===== config.mk =====
export PLATFORM = sky130hd
export DESIGN_NAME = flash_wear_leveling_translator_unit
export DESIGN_NICKNAME = d
export VERILOG_FILES = /design/src/sv/fwlt_pkg.sv /design/src/sv/fwlt_min_scan.sv /design/src/sv/flash_wear_leveling_translator_unit.sv
export SDC_FILE = /design/constraint.sdc
export NUM_CORES = 1
export LEC_CHECK = 0
export ABC_AREA = 1
export ABC_CLOCK_PERIOD_IN_PS = 10100
export BUFFER_PORTS_ARGS = -buffer_cell sky130_fd_sc_hd__buf_4
export CELL_PAD_IN_SITES_DETAIL_PLACEMENT = 0
export CELL_PAD_IN_SITES_GLOBAL_PLACEMENT = 1
export CORE_AREA = 10 10 365 367
export DETAILED_ROUTE_END_ITERATION = 16
export DIE_AREA = 0 0 375 377
export PLACE_DENSITY = 0.61
export SKIP_CTS_REPAIR_TIMING = 1
export SLEW_MARGIN = 40
export SYNTH_ARGS = -nofsm -noshare
export SYNTH_HDL_FRONTEND = slang
export SYNTH_SLANG_ARGS = --single-unit

===== constraint.sdc =====
create_clock -name clk -period 10.1 [get_ports clk]
set_input_delay 1.515 -clock clk [delete_from_list [all_inputs] [get_ports clk]]
set_output_delay 1.515 -clock clk [all_outputs]
set_load 0.01 [all_outputs]

===== src/sv/fwlt_pkg.sv =====
// ----------------------------------------------------------------------------
// fwlt_pkg
// Shared codes and types for the wear-levelling flash translator.
// ----------------------------------------------------------------------------
`default_nettype none

package fwlt_pkg;

	localparam int LOGICAL_BLOCKS = 32;
	localparam int LB_W           = 5;
	localparam int BLK_OUT_W      = 5;
	localparam int THR_W          = 16;

	localparam logic [THR_W-1:0] THR_RESET = 16'd5;

	// request kinds
	localparam logic [1:0] MODE_READ  = 2'd0;
	localparam logic [1:0] MODE_WRITE = 2'd1;
	localparam logic [1:0] MODE_ERASE = 2'd2;

	// disk commands
	localparam logic [2:0] CMD_NONE  = 3'd0;
	localparam logic [2:0] CMD_READ  = 3'd1;
	localparam logic [2:0] CMD_WRITE = 3'd2;
	localparam logic [2:0] CMD_ZERO  = 3'd3;
	localparam logic [2:0] CMD_COPY  = 3'd4;

	// status codes
	localparam logic [1:0] ST_OK       = 2'd0;
	localparam logic [1:0] ST_UNMAPPED = 2'd1;
	localparam logic [1:0] ST_NOFREE   = 2'd2;

	// control from the sequencer to the shared compare unit
	typedef struct packed {
		logic sample;  // a block entry is on the read data this cycle
		logic first;   // that entry is block 0, restart the search
		logic want;    // free flag value being searched for
		logic thr_chk; // compare best count against the threshold
	} scan_ctrl_t;

endpackage

`default_nettype wire


===== src/sv/fwlt_min_scan.sv =====
// ----------------------------------------------------------------------------
// fwlt_min_scan
// Shared compare unit: least-worn search over streamed block entries, and
// the wear threshold compare on the winner.
// ----------------------------------------------------------------------------
`default_nettype none

module fwlt_min_scan #(
	parameter int PW = 5,
	parameter int CW = 16
) (
	input  wire logic                     clk,
	input  wire logic                     arst_n,
	input  wire fwlt_pkg::scan_ctrl_t     ctrl,
	input  wire logic [PW-1:0]            smp_idx,
	input  wire logic [CW-1:0]            smp_cnt,
	input  wire logic                     smp_free,
	input  wire logic [fwlt_pkg::THR_W-1:0] thr,
	output logic                          found,
	output logic [PW-1:0]                 best_idx,
	output logic [CW-1:0]                 best_cnt,
	output logic                          lt
);
	import fwlt_pkg::*;

	localparam int MW = (CW > THR_W) ? CW : THR_W;

	logic          found_q;
	logic [PW-1:0] best_idx_q;
	logic [CW-1:0] best_cnt_q;
	logic [MW-1:0] cmp_a;
	logic [MW-1:0] cmp_b;
	logic          match;
	logic          take;

	// one comparator, operands switched by what the sequencer is doing
	always_comb begin
		if (ctrl.thr_chk) begin
			cmp_a = MW'(best_cnt_q);
			cmp_b = MW'(thr);
		end else begin
			cmp_a = MW'(smp_cnt);
			cmp_b = MW'(best_cnt_q);
		end
	end

	assign lt    = cmp_a < cmp_b;
	assign match = smp_free == ctrl.want;
	// strict less-than keeps the lowest index on a tie
	assign take  = ctrl.sample && match && (ctrl.first || !found_q || lt);

	always_ff @(posedge clk or negedge arst_n) begin
		if (!arst_n) begin
			found_q <= 1'b0;
		end else if (ctrl.sample) begin
			found_q <= ctrl.first ? match : (found_q | match);
		end
	end

	always_ff @(posedge clk) begin
		if (take) begin
			best_idx_q <= smp_idx;
			best_cnt_q <= smp_cnt;
		end
	end

	assign found    = found_q;
	assign best_idx = best_idx_q;
	assign best_cnt = best_cnt_q;

endmodule

`default_nettype wire


===== src/sv/flash_wear_leveling_translator_unit.sv =====
// ----------------------------------------------------------------------------
// flash_wear_leveling_translator_unit
// Logical-to-physical block translator with wear levelling.
// ----------------------------------------------------------------------------
// Requests arrive on the s_axis channel (tuser = mode, tdata = logical block).
// Each request produces a run of one to four disk commands on m_axis, the
// final one flagged with tlast. Mode 3 produces nothing.
// One request at a time: s_axis_tready is high only while the sequencer is
// idle. A write takes one sweep over all NUM_BLOCKS status entries to find
// the least-worn free block, a second sweep for the least-worn used block
// when migration is due, and a sweep of up to 32 map entries to retarget
// the migrated block. The sweeps run one after another over the single
// status memory read port and the one shared comparator.
// After reset the status memory is cleared one entry a cycle (every block
// free with a zero count) before the first request is taken; the threshold
// register may be written meanwhile.
// Commands go through a one-deep output register; when m_axis stalls the
// sequencer holds until that register is taken.
// ----------------------------------------------------------------------------
`default_nettype none

module flash_wear_leveling_translator_unit #(
	parameter int NUM_BLOCKS  = 32,
	parameter int COUNT_WIDTH = 16
) (
	input  wire logic                          clk,
	input  wire logic                          arst_n,
	// configuration: wear threshold
	input  wire logic                          cfg_we,
	input  wire logic [fwlt_pkg::THR_W-1:0]    cfg_wdata,
	// requests
	input  wire logic                          s_axis_tvalid,
	output logic                               s_axis_tready,
	input  wire logic [7:0]                    s_axis_tdata,  // [4:0] logical_block
	input  wire logic [1:0]                    s_axis_tuser,  // [1:0] mode
	// disk commands
	output logic                               m_axis_tvalid,
	input  wire logic                          m_axis_tready,
	output logic [15:0]                        m_axis_tdata,  // [4:0] source_block,
	                                                          // [9:5] target_block,
	                                                          // [11:10] status
	output logic [2:0]                         m_axis_tuser,  // [2:0] command
	output logic                               m_axis_tlast
);
	import fwlt_pkg::*;

	localparam int PW  = $clog2(NUM_BLOCKS);
	localparam int CW  = COUNT_WIDTH;
	localparam int SPW = $clog2(NUM_BLOCKS + 1);
	localparam logic [SPW-1:0] SP_END  = SPW'(NUM_BLOCKS);
	localparam logic [SPW-1:0] SP_LAST = SPW'(NUM_BLOCKS - 1);
	localparam logic [LB_W:0]  RP_END  = (LB_W + 1)'(LOGICAL_BLOCKS);

	typedef enum logic [12:0] {
		S_CLEAR     = 13'b0000000000001,
		S_IDLE      = 13'b0000000000010,
		S_LOOKUP    = 13'b0000000000100,
		S_REPLY     = 13'b0000000001000,
		S_OLD_EMIT  = 13'b0000000010000,
		S_OLD_WR    = 13'b0000000100000,
		S_FREE_SCAN = 13'b0000001000000,
		S_THR       = 13'b0000010000000,
		S_USED_SCAN = 13'b0000100000000,
		S_COPY      = 13'b0001000000000,
		S_REMAP     = 13'b0010000000000,
		S_USED_ZERO = 13'b0100000000000,
		S_GIVE      = 13'b1000000000000
	} state_t;

	function automatic logic [CW-1:0] sat_inc(input logic [CW-1:0] c);
		return (&c) ? c : c + 1'b1;
	endfunction

	function automatic logic [BLK_OUT_W-1:0] blk_out(input logic [PW-1:0] b);
		return BLK_OUT_W'(b);
	endfunction

	state_t state_q, state_d;

	logic [THR_W-1:0]          thr_q;
	logic [LOGICAL_BLOCKS-1:0] valid_q;
	logic [1:0]                mode_q;
	logic [LB_W-1:0]           lb_q;
	logic [PW-1:0]             old_q, aim_q, used_q, give_q;
	logic [CW-1:0]             aim_cnt_q, used_cnt_q, give_cnt_q;

	// block status memory: {free, erase count}
	logic [CW:0]   bm [NUM_BLOCKS];
	logic [PW-1:0] bm_raddr, bm_waddr;
	logic [CW:0]   bm_rdata, bm_wdata;
	logic          bm_we;

	// logical map memory, valid bits kept in valid_q
	logic [PW-1:0] mm [LOGICAL_BLOCKS];
	logic [LB_W-1:0] mm_raddr, mm_waddr;
	logic [PW-1:0] mm_rdata, mm_wdata;
	logic          mm_we;

	// sweep counters and sample alignment
	logic [SPW-1:0]  sp_q;
	logic            smp_vld_s1;
	logic [PW-1:0]   smp_idx_s1;
	logic [LB_W:0]   rp_q;
	logic            rm_vld_s1;
	logic [LB_W-1:0] rm_idx_s1;

	scan_ctrl_t    scan_ctl;
	logic          found, lt;
	logic [PW-1:0] best_idx;
	logic [CW-1:0] best_cnt;

	logic in_scan, scan_done, map_hit, remap_hit, remap_end, in_acc;
	logic emit_req, emit_go, out_free;

	logic [2:0]           e_cmd;
	logic [BLK_OUT_W-1:0] e_src, e_dst;
	logic [1:0]           e_st;
	logic                 e_last;

	logic                 m_vld_q;
	logic [2:0]           m_cmd_q;
	logic [BLK_OUT_W-1:0] m_src_q, m_dst_q;
	logic [1:0]           m_st_q;
	logic                 m_last_q;

	assign s_axis_tready = state_q == S_IDLE;
	assign in_acc        = s_axis_tvalid && s_axis_tready;
	assign map_hit       = valid_q[lb_q];
	assign in_scan       = (state_q == S_FREE_SCAN) || (state_q == S_USED_SCAN);
	assign scan_done     = in_scan && (sp_q == SP_END) && !smp_vld_s1;
	assign remap_hit     = (state_q == S_REMAP) && rm_vld_s1 && valid_q[rm_idx_s1]
	                       && (mm_rdata == used_q);
	assign remap_end     = (rp_q == RP_END) && !rm_vld_s1;
	assign out_free      = !m_vld_q || m_axis_tready;
	assign emit_go       = emit_req && out_free;

	// ---------------- sequencer ----------------
	always_comb begin
		state_d = state_q;
		case (state_q)
			S_CLEAR: begin
				if (sp_q == SP_LAST) state_d = S_IDLE;
			end
			S_IDLE: begin
				if (in_acc) state_d = S_LOOKUP;
			end
			S_LOOKUP: begin
				case (mode_q)
					MODE_READ:  state_d = S_REPLY;
					MODE_ERASE: state_d = map_hit ? S_OLD_EMIT : S_REPLY;
					MODE_WRITE: state_d = map_hit ? S_OLD_EMIT : S_FREE_SCAN;
					default:    state_d = S_IDLE;
				endcase
			end
			S_REPLY: begin
				if (emit_go) state_d = S_IDLE;
			end
			S_OLD_EMIT: begin
				if (emit_go) state_d = S_OLD_WR;
			end
			S_OLD_WR: begin
				state_d = (mode_q == MODE_WRITE) ? S_FREE_SCAN : S_IDLE;
			end
			S_FREE_SCAN: begin
				if (scan_done) state_d = found ? S_THR : S_REPLY;
			end
			S_THR: begin
				state_d = lt ? S_GIVE : S_USED_SCAN;
			end
			S_USED_SCAN: begin
				if (scan_done) state_d = found ? S_COPY : S_GIVE;
			end
			S_COPY: begin
				if (emit_go) state_d = S_REMAP;
			end
			S_REMAP: begin
				if (remap_hit || remap_end) state_d = S_USED_ZERO;
			end
			S_USED_ZERO: begin
				if (emit_go) state_d = S_GIVE;
			end
			S_GIVE: begin
				if (emit_go) state_d = S_IDLE;
			end
			default: state_d = S_IDLE;
		endcase
	end

	always_ff @(posedge clk or negedge arst_n) begin
		if (!arst_n) begin
			state_q    <= S_CLEAR;
			thr_q      <= THR_RESET;
			valid_q    <= '0;
			sp_q       <= '0;
			rp_q       <= '0;
			smp_vld_s1 <= 1'b0;
			rm_vld_s1  <= 1'b0;
			m_vld_q    <= 1'b0;
		end else begin
			state_q <= state_d;
			if (cfg_we) thr_q <= cfg_wdata;
			if (state_q == S_OLD_EMIT && emit_go) valid_q[lb_q] <= 1'b0;
			if (state_q == S_GIVE && emit_go)     valid_q[lb_q] <= 1'b1;
			if (in_scan || state_q == S_CLEAR) begin
				if (sp_q != SP_END) sp_q <= sp_q + 1'b1;
			end else begin
				sp_q <= '0;
			end
			smp_vld_s1 <= in_scan && (sp_q != SP_END);
			if (state_q == S_REMAP) begin
				if (rp_q != RP_END) rp_q <= rp_q + 1'b1;
			end else begin
				rp_q <= '0;
			end
			rm_vld_s1 <= (state_q == S_REMAP) && (rp_q != RP_END);
			if (emit_go)            m_vld_q <= 1'b1;
			else if (m_axis_tready) m_vld_q <= 1'b0;
		end
	end

	always_ff @(posedge clk) begin
		smp_idx_s1 <= sp_q[PW-1:0];
		rm_idx_s1  <= rp_q[LB_W-1:0];
		if (in_acc) begin
			mode_q <= s_axis_tuser;
			lb_q   <= s_axis_tdata[LB_W-1:0];
		end
		if (state_q == S_LOOKUP) old_q <= mm_rdata;
		if (state_q == S_THR) begin
			aim_q      <= best_idx;
			aim_cnt_q  <= best_cnt;
			give_q     <= best_idx;
			give_cnt_q <= best_cnt;
		end
		if (state_q == S_USED_SCAN && scan_done && found) begin
			used_q     <= best_idx;
			used_cnt_q <= best_cnt;
		end
		if (state_q == S_USED_ZERO && emit_go) begin
			give_q     <= used_q;
			give_cnt_q <= sat_inc(used_cnt_q);
		end
		if (emit_go) begin
			m_cmd_q  <= e_cmd;
			m_src_q  <= e_src;
			m_dst_q  <= e_dst;
			m_st_q   <= e_st;
			m_last_q <= e_last;
		end
	end

	// ---------------- command to emit ----------------
	always_comb begin
		emit_req = 1'b0;
		e_cmd    = CMD_NONE;
		e_src    = '0;
		e_dst    = '0;
		e_st     = ST_OK;
		e_last   = 1'b0;
		case (state_q)
			S_REPLY: begin
				emit_req = 1'b1;
				e_last   = 1'b1;
				if (mode_q == MODE_READ && map_hit) begin
					e_cmd = CMD_READ;
					e_src = blk_out(old_q);
				end else if (mode_q == MODE_WRITE) begin
					e_st = ST_NOFREE;
				end else begin
					e_st = ST_UNMAPPED;
				end
			end
			S_OLD_EMIT: begin
				emit_req = 1'b1;
				e_cmd    = CMD_ZERO;
				e_dst    = blk_out(old_q);
				e_last   = mode_q == MODE_ERASE;
			end
			S_COPY: begin
				emit_req = 1'b1;
				e_cmd    = CMD_COPY;
				e_src    = blk_out(used_q);
				e_dst    = blk_out(aim_q);
			end
			S_USED_ZERO: begin
				emit_req = 1'b1;
				e_cmd    = CMD_ZERO;
				e_dst    = blk_out(used_q);
			end
			S_GIVE: begin
				emit_req = 1'b1;
				e_cmd    = CMD_WRITE;
				e_dst    = blk_out(give_q);
				e_last   = 1'b1;
			end
			default: ;
		endcase
	end

	// ---------------- block status memory ----------------
	always_comb begin
		if (state_q inside {S_OLD_EMIT, S_OLD_WR}) bm_raddr = old_q;
		else if (sp_q != SP_END)                   bm_raddr = sp_q[PW-1:0];
		else                                       bm_raddr = '0;
	end

	always_comb begin
		bm_we    = 1'b0;
		bm_waddr = old_q;
		bm_wdata = '0;
		case (state_q)
			S_CLEAR: begin
				bm_we    = 1'b1;
				bm_waddr = sp_q[PW-1:0];
				bm_wdata = {1'b1, {CW{1'b0}}};
			end
			S_OLD_WR: begin
				bm_we    = 1'b1;
				bm_waddr = old_q;
				bm_wdata = {1'b1, sat_inc(bm_rdata[CW-1:0])};
			end
			S_COPY: begin
				bm_we    = emit_go;
				bm_waddr = aim_q;
				bm_wdata = {1'b0, aim_cnt_q};
			end
			S_USED_ZERO: begin
				bm_we    = emit_go;
				bm_waddr = used_q;
				bm_wdata = {1'b1, sat_inc(used_cnt_q)};
			end
			S_GIVE: begin
				bm_we    = emit_go;
				bm_waddr = give_q;
				bm_wdata = {1'b0, give_cnt_q};
			end
			default: ;
		endcase
	end

	always_ff @(posedge clk) begin
		if (bm_we) bm[bm_waddr] <= bm_wdata;
		bm_rdata <= bm[bm_raddr];
	end

	// ---------------- logical map memory ----------------
	always_comb begin
		if (state_q == S_IDLE)       mm_raddr = s_axis_tdata[LB_W-1:0];
		else if (state_q == S_REMAP) mm_raddr = rp_q[LB_W-1:0];
		else                         mm_raddr = lb_q;
	end

	always_comb begin
		mm_we    = 1'b0;
		mm_waddr = lb_q;
		mm_wdata = give_q;
		if (remap_hit) begin
			mm_we    = 1'b1;
			mm_waddr = rm_idx_s1;
			mm_wdata = aim_q;
		end else if (state_q == S_GIVE && emit_go) begin
			mm_we = 1'b1;
		end
	end

	always_ff @(posedge clk) begin
		if (mm_we) mm[mm_waddr] <= mm_wdata;
		mm_rdata <= mm[mm_raddr];
	end

	// ---------------- shared compare unit ----------------
	assign scan_ctl.sample  = smp_vld_s1;
	assign scan_ctl.first   = smp_idx_s1 == '0;
	assign scan_ctl.want    = state_q == S_FREE_SCAN;
	assign scan_ctl.thr_chk = state_q == S_THR;

	fwlt_min_scan #(
		.PW (PW),
		.CW (CW)
	) u_scan (
		.clk      (clk),
		.arst_n   (arst_n),
		.ctrl     (scan_ctl),
		.smp_idx  (smp_idx_s1),
		.smp_cnt  (bm_rdata[CW-1:0]),
		.smp_free (bm_rdata[CW]),
		.thr      (thr_q),
		.found    (found),
		.best_idx (best_idx),
		.best_cnt (best_cnt),
		.lt       (lt)
	);

	// ---------------- outputs ----------------
	assign m_axis_tvalid = m_vld_q;
	assign m_axis_tdata  = {4'b0, m_st_q, m_dst_q, m_src_q};
	assign m_axis_tuser  = m_cmd_q;
	assign m_axis_tlast  = m_last_q;

	// ---------------- assertions ----------------
	a_busy_after_accept: assert property (@(posedge clk) disable iff (!arst_n)
		in_acc |=> !s_axis_tready)
		else $error("request taken while a previous one is in flight");

	a_none_is_last: assert property (@(posedge clk) disable iff (!arst_n)
		m_axis_tvalid && m_axis_tuser == CMD_NONE |-> m_axis_tlast)
		else $error("status-only transaction not closing its run");

	a_give_marks_used: assert property (@(posedge clk) disable iff (!arst_n)
		(state_q == S_GIVE) && emit_go |-> bm_we && !bm_wdata[CW])
		else $error("handed-out block not marked in use");

	a_thr_has_free: assert property (@(posedge clk) disable iff (!arst_n)
		(state_q == S_THR) |-> found)
		else $error("threshold check without a free block");

endmodule

`default_nettype wire

### Yosys cells after proc, flatten, opt, wreduce, memory -nomap -nowiden

Memories as Yosys holds them, arrays and structs flattened. A register that Yosys moved wholly into a read port is not among the register bits.
Index checks and enable logic that the tools add are counted.

| word-level totals | value |
|---|---|
| register bits after elaboration | 199 |
| bits in writable memories | 704 |
| output and inout port bits | 22 |
| memories kept | 2 |

| cells by class | value |
|---|---|
| add/sub/neg operators | 4 |
| $lt $le $gt $ge | 4 |
| eq/ne operators | 33 |
| mux-type cells | 63 |
| bitwise logic cells | 5 |
| reductions and logical operators | 43 |

Memory list:

| memory | words | width | read ports | clocked after memory_dff | wr ports | RTL line | RTL |
|---|---|---|---|---|---|---|---|
| bm | 32 | 17 | 1 | 1 | 1 | flash_wear_leveling_translator_unit.sv:88 | `logic [CW:0] bm [NUM_BLOCKS];` |
| mm | 32 | 5 | 1 | 1 | 1 | flash_wear_leveling_translator_unit.sv:94 | `logic [PW-1:0] mm [LOGICAL_BLOCKS];` |

Operators with widths:

| cell | number |
|---|---|
| one-hot mux 13 bit (12 select lines) | 1 |
| two-way mux 13 bit | 11 |
| two-way mux 16 bit | 6 |
| one-hot mux 17 bit (5 select lines) | 1 |
| two-way mux 32 bit | 2 |
| two-way mux 5 bit | 10 |
| one-hot mux 5 bit (4 select lines) | 2 |
| adder 16 x 1 -> 16 bit (second input constant) | 2 |
| AND 32 bit | 1 |
| inverter 32 bit | 1 |
| bitwise OR 32 bit | 1 |
| AND reduction 16 bit | 2 |
| two-way mux 6 bit | 4 |
| one-hot mux 7 bit (3 select lines) | 1 |
| logical AND 1 bit | 19 |
| less-than comparator 16 bit | 1 |
| two-way mux 1 bit | 14 |
| two-way mux 7 bit | 2 |
| equality test 13 x 1 -> 1 bit (second input constant) | 1 |
| equality test 13 x 10 -> 1 bit (second input constant) | 1 |
| equality test 13 x 11 -> 1 bit (second input constant) | 1 |
| equality test 13 x 12 -> 1 bit (second input constant) | 1 |
| equality test 13 bit (second input constant) | 1 |
| equality test 13 x 2 -> 1 bit (second input constant) | 1 |
| other kinds (37) | 65 |

### Logic depth before layout (Yosys ltp)

| depth | value |
|---|---|
| depth after elaboration | 9 |
| depth in mapped cells | 20 |

### Hierarchy

A second synthesis with hierarchy kept.

| second synthesis, totals | value |
|---|---|
| cell total of the unflattened synthesis | 4297 |
| area, all modules | 42371.9 um^2 |

Modules (own cells, without submodules):

| module | times used | cells each | area each (um^2) | seq. area each (um^2) |
|---|---|---|---|---|
| flash_wear_leveling_translator_unit | 1 | 4181 | 40979.3 | 26419.1 |
| fwlt_min_scan | 1 | 116 | 1392.6 | 655.6 |

### Least setup slack after synthesis

OpenSTA, ideal clock, no wires.

| timing | value |
|---|---|
| path type | register to register |
| start point | register state_q[8] |
| end point | register u_scan.best_cnt_q[0] (netlist: u_scan.best_cnt[0]) (enable) |
| arrival | 3588 ps |
| data required time | 9688 ps |
| slack | 6100 ps |
| cell stages (with the launch flop) | 17 |
| cell sequence | dfrtp_1 -> nor2_1 -> nand2_1 -> nor2_4 -> buf_4 -> nand2_1 -> clkbuf_1 -> nand2_1 -> o21ai_0 -> ha_1 -> nand2_1 -> inv_1 -> nand3_1 -> a31oi_1 -> a2111oi_0 -> nand2_1 -> a31oi_1 |

| between the ends | value |
|---|---|
| word-level cells in the longest chain between the ends | 5 |
| elaborated cells on any way between the ends | 9 |
| those cells by class | order compare: 1; eq/ne: 3; mux: 2; reduce/logical: 3 |

Ends and longest elaborated chain:

| what | RTL line | RTL |
|---|---|---|
| start: declaration | flash_wear_leveling_translator_unit.sv:78 | `state_t state_q, state_d;` |
| start signal: assignment | flash_wear_leveling_translator_unit.sv:200 | `state_q <= state_d;` |
| equality test 13 x 8 -> 1 bit | flash_wear_leveling_translator_unit.sv:375 | `assign scan_ctl.thr_chk = state_q == S_THR;` |
| two-way mux 16 bit | fwlt_min_scan.sv:38 | `if (ctrl.thr_chk) begin` |
| less-than comparator 16 bit | fwlt_min_scan.sv:47 | `assign lt = cmp_a < cmp_b;` |
| logical OR 1 bit | fwlt_min_scan.sv:50 | `assign take = ctrl.sample && match && (ctrl.first \|\| !found_q \|\| lt);` |
| logical AND 1 bit * | fwlt_min_scan.sv:50 |  |
| via u_scan.take | fwlt_min_scan.sv:34 | `logic take;` |
| end signal: assignment | fwlt_min_scan.sv:63 | `best_cnt_q <= smp_cnt;` |
| end: declaration | fwlt_min_scan.sv:30 | `logic [CW-1:0] best_cnt_q;` |

Mark *: on every way through the listed nets, which the timed path passes. The rest lies on a longest branch.
A chain may end at the register's enable or synchronous reset.

### Worst setup path in the final report

| timing | value |
|---|---|
| start point | register state_q[8] |
| end point | register bm_rdata[12] (read register of bm) |

| between the ends | value |
|---|---|
| word-level cells in the longest chain between the ends | 3 |
| elaborated cells on any way between the ends | 4 |
| those cells by class | eq/ne: 2; mux: 1; reduce/logical: 1 |

Ends and longest elaborated chain:

| what | RTL line | RTL |
|---|---|---|
| equality test 13 x 5 -> 1 bit / equality test 13 x 6 -> 1 bit (equally long branches) | flash_wear_leveling_translator_unit.sv:302 | `if (state_q inside {S_OLD_EMIT, S_OLD_WR}) bm_raddr = old_q;` |
| nonzero test 2 bit * | flash_wear_leveling_translator_unit.sv:302 |  |
| two-way mux 5 bit * | flash_wear_leveling_translator_unit.sv:302 |  |
| end: declaration | flash_wear_leveling_translator_unit.sv:90 | `logic [CW:0] bm_rdata, bm_wdata;` |

Mark *: on every way between the ends. The rest lies on a longest branch, timed or not.

==> impl_metrics.csv <==
group,metric,value,unit
run_status,status,"finished, final reports clean",
timing,finalSetupViolations,0,
drt,drc,0,
worst_setup_path,end_kind,"flip-flop",
floorplan,die_h,377,um
synthesis,async_flop_share,8.32,%
timing,grt_setup_unrepaired,"false",
synthesis,synth_seq_cells,925,
drt,final_antenna_net_count,0,
synthesis,synth_edf_count,816,
final_layout,layout-drive-gt1-share,8.66,%
timing,skew,0.0458,ns
global_route,grt_overflow_total,0,
power_and_ir_drop,leakage,0.0200,uW
drt,post_drt_wl_per_cell,19.7,um
min_path,hold_start,"rp_q[4]",
floorplan,ioPinCount,53,
min_path,whs_endpoint,"rm_idx_s1[4]",
timing,tightest_slew,0.857,ns
timing,maxSlewHeadroom,42.6,%
min_path,min_path_type,"flip-flop to flip-flop",
worst_setup_path,slowest_delay,0.54,ns
timing,drv_slew,0,
floorplan,num_rows,130,
clock_network,cts-root-buf,"clkbuf_16",
clock_network,cts_made_buffers,102,
synthesis,yosysWarnings,0,
synthesis,yosys-top-cells-area,"edfxtp_1 58%, nand2_1 9.1%, nand3_1 8.6%, inv_1 7.2%, dfrtp_1 4.4%",
final_layout,multi_input_area,11700,um^2
global_route,grt_pass1_wl,179000,um
synthesis,synth.avg_cell_area,9.82,um^2
timing,setup_ws,5.56,ns
worst_setup_path,cp_data_required_time,10.66,ns
global_route,grt_pass1_vias,27600,
drt,wirelength,120000,um
floorplan,die_width,375,um
final_layout,final_common_cell,"nand2_1",
drt,via_count,29000,
final_layout,area_delta_synth_final,13.6,%
final_layout,num-fill-cells,12300,
drt,first_pass_iters,5,
global_route,grt_start_max_net_pins,171,
placement,dp_slack,5.37,ns
power_and_ir_drop,p_per_area,191,nW/um^2
timing,finalHoldViolations,0,
worst_setup_path,crit_slowest_cell,"buf_6",
worst_setup_path,critPathMostFrequentCell,"nand2_1",
placement,port_buffers,45,
clock_network,clkTransAtPathRegs,0.06,ns
synthesis,syn_inst,4324,
drt,drt_iter0_drc,2345,
worst_setup_path,arrival,5.10,ns
final_layout,layout_common_cells,"1018 x nand2_1, 816 x edfxtp_1, 812 x inv_1",
worst_setup_path,reg2reg_depth,18,
synthesis,synth_top_area_cell,"edfxtp_1",
timing,max_freq,220,MHz
floorplan,fp.coreArea,125000,um^2
worst_setup_path,cp_max_fo,94,
global_route,grt_use_total,16.7,%
worst_setup_path,crit_chain,"nor2_1 -> nand2_1 -> nor2_4 -> nand3_2 -> nand2_4 -> nand2_2 -> buf_4 -> nand2_4 -> buf_12 -> buf_16 -> buf_6 -> nand2_1 -> nand3_1 -> nand3_1 -> nand3_1 -> nand2_1 -> nand2_1 -> nand2_1",
clock_network,clk_latency,0.71,ns
floorplan,die_area,141000,um^2
worst_setup_path,r2r-end,"bm_rdata[12]",
timing,min_period_over_period,44.9,%
placement,gp_congestion,0.817,
placement,dpl.hpwl,71200,um
global_route,antenna_found_initial,1,
worst_setup_path,critPathKind,"flip-flop to flip-flop",
clock_network,h-tree-depth,3,
worst_setup_path,crit_path_start_kind,"flip-flop",
synthesis,syn_area,42500,um^2
synthesis,synth_cell_types,63,
clock_network,clkSinkCount,925,
timing,fin_crit,4.54,ns
synthesis,synth_flop_cell,"edfxtp_1",
timing,setup_tns,0,ns
floorplan,start_util,33.9,%
min_path,holdPathStages,0,
clock_network,tritoncts,"built",
flow_run,max_cap_violations,0,
final_layout,fin_nets,4411,
synthesis,synth-seq-area-share,63.8,%
power_and_ir_drop,peakVddDrop,120,uV
worst_setup_path,r2r_slack,5.56,ns
synthesis,netlist.area_leader.share,57.7,%
worst_setup_path,r2r_start,"state_q[8]",
clock_network,cts.path.max_buffers,3,
final_layout,seq_area,27100,um^2
drt,viasPerCell,4.76,
[how the worst max path moves through the flow]
stage,endpoint,cells past startpoint,from
6_report,bm_rdata[12],18,state_q[8]
3_3_place_gp,bm_rdata[12],17,state_q[8]
2_1_floorplan,u_scan.best_cnt[0],16,state_q[8]
4_1_cts,bm_rdata[14],17,state_q[8]
3_5_place_dp,bm_rdata[14],17,state_q[8]
5_1_grt,bm_rdata[8],19,sp_q[1]
[report_power, final]
| group | switching (uW) | internal, uW |
|---|---|---|
| clock network | 1540 | 2170 |
| registers | 41.2 | 4160 |
| logic | 929 | 346 |
| total | 2510 | 6680 |
[kinds of logic after synthesis]
group,count (synthesis),synth area share [%]
and+or+nand+nor,2053,21.5
buffers and inverters,1016,9.53
DFF,925,63.8
AOI/OAI and AO/OA,278,3.83
adders and majority gates,21,0.619
xor gates and xnor gates,15,0.309
muxes,15,0.398
other,1,0.00883
[critical path, delay by kind of cell (launching register included)]
family / cells / cell delay [ns]
simple gates: 14 / 2.26
buf+inv: 4 / 1.51
flops: 1 / 0.41
[metrics by stage]
stage	std cells	hold slack, ns	total power (uW)	cell area [um^2]	util (%)
floorplan	4327	0.347	5120	42500	-
global placement	5901	0.355	5560	44700	35.6
detailed placement	5903	0.364	5570	44800	35.8
CTS	6092	0.378	9290	48200	38.4
global route	6094	0.385	9590	48200	38.5
finish	6096	0.377	9190	48200	38.5
[sequential cells by signal, summed over array words and instances (netlist names), 6 cells and up]
signal	flops
rp_q	6
thr_q	16
state_q	13
bm_rdata	17
valid_q	32
give_cnt_q	16
aim_cnt_q	16
bm	544
sp_q	6
mm	160
u_scan.best_cnt	16
used_cnt_q	16
[cell usage after synthesis, types with 7 or more instances]
library cell,instances
buf_4,9
dfrtp_1,74
edfxtp_1,816
buf_2,95
nand4_1,33
a21oi_1,23
nand3b_1,35
o211ai_1,25
dfxtp_1,32
nand3_4,7
mux2_2,15
ha_1,21
inv_2,11
xor2_1,10
a22oi_1,16
clkbuf_1,69
nor2_1,164
buf_1,7
nor3_1,22
o21ai_0,127
nand2_1,1025
o22ai_1,22
o21ai_1,40
nand3_1,727
buf_6,9
inv_1,813
[layout make-up]
cell class,count,share of cell area [%]
diodes,2,0.0104
clock buffers,129,5.76
clock inverters,60,1.13
inverters,826,6.45
multi-input cells,2386,24.2
flip-flops and latches,925,56.1
well taps,1650,4.28
repair buffers,118,2.08
[per-layer routing]
| metal | global-route usage (%) | wire, um | vias to the layer above |
|---|---|---|---|
| li1 | - | - | 14300 |
| met1 | 23.7 | 57100 | 13900 |
| met2 | 26.5 | 54800 | 653 |
| met3 | 2.25 | 5840 | 145 |
| met4 | 4.96 | 2670 | 0 |
| met5 | 0 | 0 | - |
Power figures use the tool's default switching activity.
